$ cat src/rtl/ed_pkg.sv
// Shared constants and types of the Euclidean distance pipeline.
package ed_pkg;

  localparam int COORD_BITS_DEF = 16;

  localparam int DIST_BITS = 17;
  localparam int DIST_MAX  = (1 << DIST_BITS) - 1;

  // A square of a clipped gap, and the sum of three of them.
  localparam int SQ_BITS  = 2 * DIST_BITS;
  localparam int SUM_BITS = SQ_BITS + 2;

  // The root of the sum takes one result bit per pipeline stage.
  localparam int ROOT_BITS = SUM_BITS / 2;
  localparam int REM_BITS  = ROOT_BITS + 2;

  typedef enum logic [1:0] {
    DIM_ONE   = 2'd0,
    DIM_TWO   = 2'd1,
    DIM_THREE = 2'd2
  } dim_t;

  typedef struct packed {
    logic                 sat;
    logic [DIST_BITS-1:0] gx;
    logic [DIST_BITS-1:0] gy;
    logic [DIST_BITS-1:0] gz;
  } gap_t;

  typedef struct packed {
    logic                sat;
    logic [SUM_BITS-1:0] sum;
  } sum_t;

endpackage

$ cat src/rtl/ed_in_if.sv
// Input channel: dimension selector and the coordinates of two points.
interface ed_in_if #(
  parameter int COORD_BITS = ed_pkg::COORD_BITS_DEF
);
  logic                         valid;
  logic                         ready;
  logic [1:0]                   opcode;
  logic signed [COORD_BITS-1:0] first_x;
  logic signed [COORD_BITS-1:0] first_y;
  logic signed [COORD_BITS-1:0] first_z;
  logic signed [COORD_BITS-1:0] second_x;
  logic signed [COORD_BITS-1:0] second_y;
  logic signed [COORD_BITS-1:0] second_z;

  modport source (
    output valid, opcode, first_x, first_y, first_z, second_x, second_y, second_z,
    input  ready
  );

  modport sink (
    input  valid, opcode, first_x, first_y, first_z, second_x, second_y, second_z,
    output ready
  );
endinterface

$ cat src/rtl/ed_out_if.sv
// Output channel: the distance between the two points of one item.
interface ed_out_if;
  logic                         valid;
  logic                         ready;
  logic [ed_pkg::DIST_BITS-1:0] distance;

  modport source (
    output valid, distance,
    input  ready
  );

  modport sink (
    input  valid, distance,
    output ready
  );
endinterface

$ cat src/rtl/euclidean_distance_1d_2d_3d_top.sv
// Top level of the Euclidean distance pipeline for one-, two- and three-dimensional points.
//
// Each transfer on item carries a dimension selector and two points in signed
// fixed point with four fraction bits; one transfer on result follows with the
// floor of the distance between them, unsigned with four fraction bits, in the
// order the items came in. A one-dimensional item gives the absolute x
// difference, y and z are ignored where the selector does not use them, and the
// unused selector code behaves as three-dimensional. A distance that does not
// fit in 17 bits, possible only with coordinates wider than 16 bits, saturates
// to the largest code. The block takes one item per clock cycle while the
// output buffer has room. An item passes through registers for the axis gaps,
// the squares and their sum, then through the square root stages, which settle
// one root bit per stage; its result then goes into the output buffer. A two-entry buffer
// sits at the output, so the pipeline and the input keep moving while one result
// waits to be taken, and they pause only when both entries are full. No state is
// kept between items, and reset only empties the pipeline and the output buffer.
module euclidean_distance_1d_2d_3d_top #(
  parameter int COORD_BITS = ed_pkg::COORD_BITS_DEF
) (
  input  logic    clk,
  input  logic    rst,
  ed_in_if.sink   item,
  ed_out_if.source result
);

  // Pipeline advance, set by room in the output buffer.
  logic         adv;
  logic         gap_valid;
  ed_pkg::gap_t gap;
  logic         sum_valid;
  ed_pkg::sum_t sum;

  // Gaps of the selected axes, each checked against the distance range.
  ed_gap #(
    .COORD_BITS(COORD_BITS)
  ) u_gap (
    .clk      (clk),
    .rst      (rst),
    .adv      (adv),
    .item     (item),
    .gap_valid(gap_valid),
    .gap      (gap)
  );

  // Squares of the gaps and their sum; an unused axis contributes zero.
  ed_square u_square (
    .clk      (clk),
    .rst      (rst),
    .adv      (adv),
    .gap_valid(gap_valid),
    .gap      (gap),
    .sum_valid(sum_valid),
    .sum      (sum)
  );

  // Floor of the root of the sum, saturation, and the output buffer.
  ed_sqrt u_sqrt (
    .clk      (clk),
    .rst      (rst),
    .adv      (adv),
    .sum_valid(sum_valid),
    .sum      (sum),
    .result   (result)
  );

endmodule

$ cat src/rtl/ed_gap.sv
// First stage: per-axis gap magnitudes, axis selection and range check.
module ed_gap #(
  parameter int COORD_BITS = ed_pkg::COORD_BITS_DEF
) (
  input  logic         clk,
  input  logic         rst,
  input  logic         adv,
  ed_in_if.sink        item,
  output logic         gap_valid,
  output ed_pkg::gap_t gap
);

  localparam int GW = COORD_BITS + 1;
  localparam int XW = (GW > ed_pkg::DIST_BITS) ? GW : ed_pkg::DIST_BITS;

  function automatic logic [XW-1:0] axis_mag(input logic [COORD_BITS-1:0] a,
                                             input logic [COORD_BITS-1:0] b);
    logic signed [GW-1:0] d;
    logic [GW-1:0]        m;
    d = $signed({a[COORD_BITS-1], a}) - $signed({b[COORD_BITS-1], b});
    m = d[GW-1] ? GW'(-d) : GW'(d);
    return XW'(m);
  endfunction

  logic          use_y;
  logic          use_z;
  logic [XW-1:0] mx;
  logic [XW-1:0] my;
  logic [XW-1:0] mz;
  ed_pkg::gap_t  gap_next;

  // Selector code three is taken as three-dimensional.
  assign use_y = (item.opcode != ed_pkg::DIM_ONE);
  assign use_z = (item.opcode != ed_pkg::DIM_ONE) && (item.opcode != ed_pkg::DIM_TWO);

  always_comb begin
    mx = axis_mag(item.first_x, item.second_x);
    my = use_y ? axis_mag(item.first_y, item.second_y) : '0;
    mz = use_z ? axis_mag(item.first_z, item.second_z) : '0;
    gap_next.sat = (mx > XW'(ed_pkg::DIST_MAX)) || (my > XW'(ed_pkg::DIST_MAX)) ||
                   (mz > XW'(ed_pkg::DIST_MAX));
    gap_next.gx  = mx[ed_pkg::DIST_BITS-1:0];
    gap_next.gy  = my[ed_pkg::DIST_BITS-1:0];
    gap_next.gz  = mz[ed_pkg::DIST_BITS-1:0];
  end

  assign item.ready = adv;

  always_ff @(posedge clk) begin
    if (rst) begin
      gap_valid <= 1'b0;
    end else if (adv) begin
      gap_valid <= item.valid;
    end
  end

  always_ff @(posedge clk) begin
    if (adv) begin
      gap <= gap_next;
    end
  end

endmodule

$ cat src/rtl/ed_square.sv
// Second and third stages: squares of the three gaps, then their sum.
module ed_square (
  input  logic         clk,
  input  logic         rst,
  input  logic         adv,
  input  logic         gap_valid,
  input  ed_pkg::gap_t gap,
  output logic         sum_valid,
  output ed_pkg::sum_t sum
);

  logic                       sq_valid;
  logic                       sq_sat;
  logic [ed_pkg::SQ_BITS-1:0] sqx;
  logic [ed_pkg::SQ_BITS-1:0] sqy;
  logic [ed_pkg::SQ_BITS-1:0] sqz;

  always_ff @(posedge clk) begin
    if (rst) begin
      sq_valid  <= 1'b0;
      sum_valid <= 1'b0;
    end else if (adv) begin
      sq_valid  <= gap_valid;
      sum_valid <= sq_valid;
    end
  end

  always_ff @(posedge clk) begin
    if (adv) begin
      sq_sat  <= gap.sat;
      sqx     <= ed_pkg::SQ_BITS'(gap.gx) * ed_pkg::SQ_BITS'(gap.gx);
      sqy     <= ed_pkg::SQ_BITS'(gap.gy) * ed_pkg::SQ_BITS'(gap.gy);
      sqz     <= ed_pkg::SQ_BITS'(gap.gz) * ed_pkg::SQ_BITS'(gap.gz);
      sum.sat <= sq_sat;
      sum.sum <= ed_pkg::SUM_BITS'(sqx) + ed_pkg::SUM_BITS'(sqy) +
                 ed_pkg::SUM_BITS'(sqz);
    end
  end

endmodule

$ cat src/rtl/ed_sqrt.sv
// Square root pipeline, one result bit per stage, and the two-entry output buffer.
module ed_sqrt (
  input  logic         clk,
  input  logic         rst,
  output logic         adv,
  input  logic         sum_valid,
  input  ed_pkg::sum_t sum,
  ed_out_if.source     result
);

  localparam int N = ed_pkg::ROOT_BITS;
  localparam logic [1:0] BUF_FULL = 2'd2;

  logic                        v_q      [N];
  logic                        sat_q    [N];
  logic [ed_pkg::REM_BITS-1:0]  rem_q    [N];
  logic [ed_pkg::ROOT_BITS-1:0] root_q   [N];
  logic [ed_pkg::SUM_BITS-1:0]  val_q    [N];

  logic                        v_next   [N];
  logic                        sat_next [N];
  logic [ed_pkg::REM_BITS-1:0]  rem_next [N];
  logic [ed_pkg::ROOT_BITS-1:0] root_next[N];
  logic [ed_pkg::SUM_BITS-1:0]  val_next [N];

  // Each stage brings down the next two bits of the radicand and tries
  // one more root bit against the running remainder.
  always_comb begin
    logic                         p_v;
    logic                         p_sat;
    logic [ed_pkg::REM_BITS-1:0]  p_rem;
    logic [ed_pkg::ROOT_BITS-1:0] p_root;
    logic [ed_pkg::SUM_BITS-1:0]  p_val;
    logic [ed_pkg::REM_BITS+1:0]  cur;
    logic [ed_pkg::REM_BITS+1:0]  trial;
    for (int k = 0; k < N; k++) begin
      if (k == 0) begin
        p_v    = sum_valid;
        p_sat  = sum.sat;
        p_rem  = '0;
        p_root = '0;
        p_val  = sum.sum;
      end else begin
        p_v    = v_q[k-1];
        p_sat  = sat_q[k-1];
        p_rem  = rem_q[k-1];
        p_root = root_q[k-1];
        p_val  = val_q[k-1];
      end
      cur   = {p_rem, p_val[ed_pkg::SUM_BITS-1 -: 2]};
      trial = {2'b00, p_root, 2'b01};
      if (cur >= trial) begin
        rem_next[k]  = ed_pkg::REM_BITS'(cur - trial);
        root_next[k] = {p_root[ed_pkg::ROOT_BITS-2:0], 1'b1};
      end else begin
        rem_next[k]  = ed_pkg::REM_BITS'(cur);
        root_next[k] = {p_root[ed_pkg::ROOT_BITS-2:0], 1'b0};
      end
      val_next[k] = p_val << 2;
      sat_next[k] = p_sat;
      v_next[k]   = p_v;
    end
  end

  always_ff @(posedge clk) begin
    if (rst) begin
      for (int k = 0; k < N; k++) begin
        v_q[k] <= 1'b0;
      end
    end else if (adv) begin
      for (int k = 0; k < N; k++) begin
        v_q[k] <= v_next[k];
      end
    end
  end

  always_ff @(posedge clk) begin
    if (adv) begin
      for (int k = 0; k < N; k++) begin
        sat_q[k]  <= sat_next[k];
        rem_q[k]  <= rem_next[k];
        root_q[k] <= root_next[k];
        val_q[k]  <= val_next[k];
      end
    end
  end

  // Output buffer. The pipeline moves whenever the buffer has room, so the
  // input side keeps going while one finished result waits.
  logic [1:0]                   count;
  logic [ed_pkg::DIST_BITS-1:0] entry0;
  logic [ed_pkg::DIST_BITS-1:0] entry1;
  logic [ed_pkg::DIST_BITS-1:0] push_data;
  logic                         push;
  logic                         pop;

  assign adv  = (count != BUF_FULL);
  assign push = adv && v_q[N-1];
  assign pop  = result.valid && result.ready;

  assign push_data = (sat_q[N-1] || (root_q[N-1] > ed_pkg::ROOT_BITS'(ed_pkg::DIST_MAX))) ?
                     ed_pkg::DIST_BITS'(ed_pkg::DIST_MAX) :
                     root_q[N-1][ed_pkg::DIST_BITS-1:0];

  assign result.valid    = (count != 2'd0);
  assign result.distance = entry0;

  always_ff @(posedge clk) begin
    if (rst) begin
      count <= 2'd0;
    end else if (push && !pop) begin
      count <= count + 2'd1;
    end else if (pop && !push) begin
      count <= count - 2'd1;
    end
  end

  always_ff @(posedge clk) begin
    if (push && pop) begin
      if (count == 2'd1) begin
        entry0 <= push_data;
      end else begin
        entry0 <= entry1;
        entry1 <= push_data;
      end
    end else if (push) begin
      if (count == 2'd0) begin
        entry0 <= push_data;
      end else begin
        entry1 <= push_data;
      end
    end else if (pop) begin
      entry0 <= entry1;
    end
  end

  a_rem_bound: assert property (@(posedge clk) disable iff (rst)
    v_q[N-1] |-> ({1'b0, rem_q[N-1]} <= {2'b00, root_q[N-1], 1'b0}))
    else $error("root remainder exceeds twice the root");

  a_reset_empty: assert property (@(posedge clk)
    rst |=> (count == 2'd0) && !result.valid)
    else $error("output buffer not empty after reset");

  a_hold_on_full: assert property (@(posedge clk) disable iff (rst)
    !adv |=> $stable(v_q[N-1]) && $stable(root_q[N-1]))
    else $error("last root stage changed while the buffer was full");

  a_no_overflow: assert property (@(posedge clk) disable iff (rst)
    (count == BUF_FULL) |=> (count == BUF_FULL) || (count == 2'd1))
    else $error("output buffer count left its range");

endmodule

$ cat src/flat_wrapper.sv
// flat-port wrapper written by rule: the top's interface ports become plain ports
module euclidean_distance_1d_2d_3d_top_flat 
#(
  parameter int COORD_BITS = ed_pkg::COORD_BITS_DEF
)
  (clk, rst, item_valid, item_opcode, item_first_x, item_first_y, item_first_z, item_second_x, item_second_y, item_second_z, item_ready, result_valid, result_distance, result_ready);
  ed_in_if #(.COORD_BITS(COORD_BITS)) item_i ();
  ed_out_if result_i ();
  input  logic clk;
  input  logic rst;
  input wire logic [$bits(item_i.valid)-1:0] item_valid;
  input wire logic [$bits(item_i.opcode)-1:0] item_opcode;
  input wire logic [$bits(item_i.first_x)-1:0] item_first_x;
  input wire logic [$bits(item_i.first_y)-1:0] item_first_y;
  input wire logic [$bits(item_i.first_z)-1:0] item_first_z;
  input wire logic [$bits(item_i.second_x)-1:0] item_second_x;
  input wire logic [$bits(item_i.second_y)-1:0] item_second_y;
  input wire logic [$bits(item_i.second_z)-1:0] item_second_z;
  output wire logic [$bits(item_i.ready)-1:0] item_ready;
  output wire logic [$bits(result_i.valid)-1:0] result_valid;
  output wire logic [$bits(result_i.distance)-1:0] result_distance;
  input wire logic [$bits(result_i.ready)-1:0] result_ready;
  assign item_i.valid = item_valid;
  assign item_i.opcode = item_opcode;
  assign item_i.first_x = item_first_x;
  assign item_i.first_y = item_first_y;
  assign item_i.first_z = item_first_z;
  assign item_i.second_x = item_second_x;
  assign item_i.second_y = item_second_y;
  assign item_i.second_z = item_second_z;
  assign item_ready = item_i.ready;
  assign result_valid = result_i.valid;
  assign result_distance = result_i.distance;
  assign result_i.ready = result_ready;
  euclidean_distance_1d_2d_3d_top #(.COORD_BITS(COORD_BITS)) u_core (.clk(clk), .rst(rst), .item(item_i), .result(result_i));
endmodule
$ cat config.mk
export PLATFORM = sky130hd
export DESIGN_NAME = euclidean_distance_1d_2d_3d_top_flat
export DESIGN_NICKNAME = d
export VERILOG_FILES = /design/src/rtl/ed_pkg.sv /design/src/rtl/ed_in_if.sv /design/src/rtl/ed_out_if.sv /design/src/rtl/euclidean_distance_1d_2d_3d_top.sv /design/src/rtl/ed_gap.sv /design/src/rtl/ed_square.sv /design/src/rtl/ed_sqrt.sv /design/src/flat_wrapper.sv
export SDC_FILE = /design/constraint.sdc
export NUM_CORES = 2
export LEC_CHECK = 0
export ABC_AREA = 1
export BUFFER_PORTS_ARGS = -buffer_cell sky130_fd_sc_hd__clkbuf_2
export CAP_MARGIN = 0
export CORE_MARGIN = 1
export CORE_UTILIZATION = 55
export CTS_CLUSTER_SIZE = 12
export DETAILED_ROUTE_END_ITERATION = 12
export PLACE_DENSITY_LB_ADDON = 0.12
export SYNTH_ARGS = -nofsm -noshare
export SYNTH_HDL_FRONTEND = slang
export SYNTH_SLANG_ARGS = --single-unit
$ cat constraint.sdc
create_clock -name clk -period 28.3 [get_ports clk]
set_input_delay 5.66 -clock clk [delete_from_list [all_inputs] [get_ports clk]]
set_output_delay 5.66 -clock clk [all_outputs]
set_load 0.03 [all_outputs]
==> results.json <==
{
  "setup_violations": 0,
  "grt_pass1_vias": 54666,
  "cp_max_fo": 28,
  "synthArstFlopShare_pct": 0,
  "area_delta_synth_final_pct": 7.56,
  "critPathMaxStageDelay_ns": 0.36,
  "yosys.area.top_type": "edfxtp_1",
  "drt-initial-drc-count": 3370,
  "start_util_pct": 55.6,
  "vias_per_cell": 5.20,
  "cts_hold_buf": 0,
  "synth_most_common_cell": "inv_1",
  "arrival_ns": 2.03,
  "synthTopCellsByArea": "edfxtp_1 (40%), fa_1 (16%), ha_1 (9.5%)",
  "relSlewSlack_pct": 26.4,
  "port_buffers": 120,
  "drt-total-wl_mm": 161,
  "antenna_found_initial": 0,
  "io_pins": 121,
  "firstDrtPassIters": 7,
  "cts_num_sinks": 1058,
  "netlist_area_um2": 78900,
  "grt_pass1_wl_mm": 269,
  "grt_start_max_net_pins": 202,
  "dieWidth_um": 381,
  "die_h_um": 381,
  "rsz0062_at_grt": "false",
  "slew_violations": 0,
  "dp_hpwl_mm": 127,
  "htree_num_levels": 3,
  "crit_path_end_kind": "output pin",
  "layout-drive-gt1-share_pct": 4.82,
  "cts_tree": "done",
  "path_cells": "inv_1 > ha_1 > inv_8 > clkbuf_2",
  "cts_setup_buffers": 0,
  "clock_latency_ns": 0.75,
  "ys_seq_area_share_pct": 40.2,
  "synth_top_flop_cell": "edfxtp_1",
  "synthCells": 8233,
  "yosysWarnings": 0,
  "crit_type": "flip-flop to output pin",
  "wl_per_cell_um": 15.6,
  "synth-seq-cells": 1058,
  "ys_types": 67,
  "hold_violations": 0,
  "numCtsBuffers": 113,
  "cts_resized": 0,
  "start_kind": "flip-flop",
  "drv_cap": 0,
  "crit_required_ns": 22.64,
  "fill_cells": 12239,
  "fp.dieArea_um2": 145000,
  "grt_use_total_pct": 22.7,
  "core_area_um2": 142000,
  "syn_avg_cell_area_um2": 9.58,
  "synth_edf_count": 1053,
  "globalplace.congestion": 0.919,
  "cts-root-buf": "clkbuf_16",
  "hold_path_class": "flip-flop to flip-flop",
  "netlist.area_leader.share_pct": 40.1,
  "fmax_ghz": 0.130,
  "nets": 9653,
  "overflow": 0,
  "min_period_ns": 7.69,
  "vias": 53612,
  "route.detailed.drc": 0,
  "num_rows": 138,
  "synthTopCellsByCount": "inv_1 (1,769), nand2_1 (1,645), edfxtp_1 (1,053)",
  "crit_slowest_cell": "dfxtp_1",
  "finalSetupTns_ns": 0,
  "clkTransAtPathRegs_ns": 0.06,
  "fin_crit_sh_pct": 27.2,
  "clockBufferDepth": 3,
  "fin_skew_ns": 0.0853,
  "worst_slew_pin_slew_ns": 1.10,
  "n_antenna_cell": 0,
  "ant_nets": 0,
  "outcome": "finished, final reports clean"
}
logic make-up after synthesis:
logic type / count (synthesis) / synth area share, %
DFF: 1058 / 40.2
AOI/OAI and AO/OA: 913 / 6.55
muxes: 19 / 0.271
xor gates and xnor gates: 396 / 4.40
buffers and inverters: 1931 / 9.32
and+or+nand+nor: 2702 / 14.1
other: 1 / 0.00476
adders and majority gates: 1213 / 25.1
final cells by class:
cell class                 count  area [um2]  share of cell area [%]
timing repair buffer         135         763                   0.900
sequential                  1058       31700                    37.4
clock buffer                 133        2900                    3.42
clock inverter                60         571                   0.673
tap                         1890        2360                    2.79
inverter                    1785        6710                    7.91
multi-input combinational   5245       39800                    46.9
sequential cells by signal, indices dropped and copies added (netlist names), 17 cells and up:
signal / cells
u_core.u_gap.gap: 52
u_core.u_sqrt.result.distance: 17
u_core.u_sqrt.v_q: 18
u_core.u_sqrt.sat_q: 18
u_core.u_square.sqz: 33
u_core.u_square.sqy: 33
u_core.u_sqrt.val_q: 306
u_core.u_square.sqx: 33
u_core.u_sqrt.entry1: 17
u_core.u_sqrt.rem_q: 317
u_core.u_square.sum: 37
u_core.u_sqrt.root_q: 171
placed cells by master (no fill, tap or decap), types with 10 or more instances in the layout:
master     count
inv_1       1768
nor2_1       535
xnor2_1      145
nand2_1     1645
clkinv_2      20
fa_1         613
o2111ai_1     10
inv_2         14
clkinv_1      20
buf_4         11
clkbuf_1      20
o31ai_1       12
o21a_1        15
a211oi_1      12
nand3b_1      20
nand3_2       10
xor2_1       251
nor4_1        30
a21oi_1      348
clkbuf_2     120
nand3_1      243
o21ai_0      252
o21bai_1      19
clkbuf_16    113
a21o_1        45
o211ai_1      20
nand4_1       69
edfxtp_1    1053
o21ai_1       95
mux2_2        19
a31oi_1       36
ha_1         600
nor3_1        75
or2_2         27
worst max-delay path, delay by kind of cell, from the launching register on:
family / cells / cell delay (ns)
adders and majority gates: 1 / 0.27
buffers and inverters: 3 / 0.62
DFF: 1 / 0.36
per-stage QoR:
step / utilization [%] / area [um2] / instances / hold slack (ns) / setup WS, ns
2_1_floorplan: - / 78900 / 8234 / 0.400 / 2.49
3_3_place_gp: 57.3 / 81300 / 10113 / 0.401 / 20.21
3_5_place_dp: 57.3 / 81300 / 10113 / 0.405 / 20.17
4_1_cts: 59.8 / 84800 / 10306 / 0.377 / 20.49
5_1_grt: 59.8 / 84800 / 10306 / 0.386 / 20.48
6_report: 59.8 / 84800 / 10306 / 0.375 / 20.61
metal layers:
layer  wire length (um)  track usage (%)  part of all wire (%)  vias to the layer above
met5                  0                0                     0                        -
met4               4160             6.77                   2.6                        0
met3               7110             2.71                   4.4                      250
met2              79400             39.2                    49                     1104
met1              70600             30.0                    44                    25709
li1                   -                -                     -                    26549
final timing paths:
| kind | from | endpoint | slack, ns | cells after the start |
|---|---|---|---|---|
| min reg2reg | u_core.u_square.sum[30] | u_core.u_sqrt.val_q[0][30] | 0.38 | 0 |
| max | u_core.u_sqrt.count[0] | item_ready | 20.61 | 4 |
| min | u_core.u_square.sum[30] | u_core.u_sqrt.val_q[0][30] | 0.38 | 0 |
| max reg2reg | u_core.u_gap.gap[39] | u_core.u_square.sqx[21] | 21.47 | 18 |
Power is not shown: default switching activity piles up to over one toggle a cycle in this logic, so the estimate is an artifact.
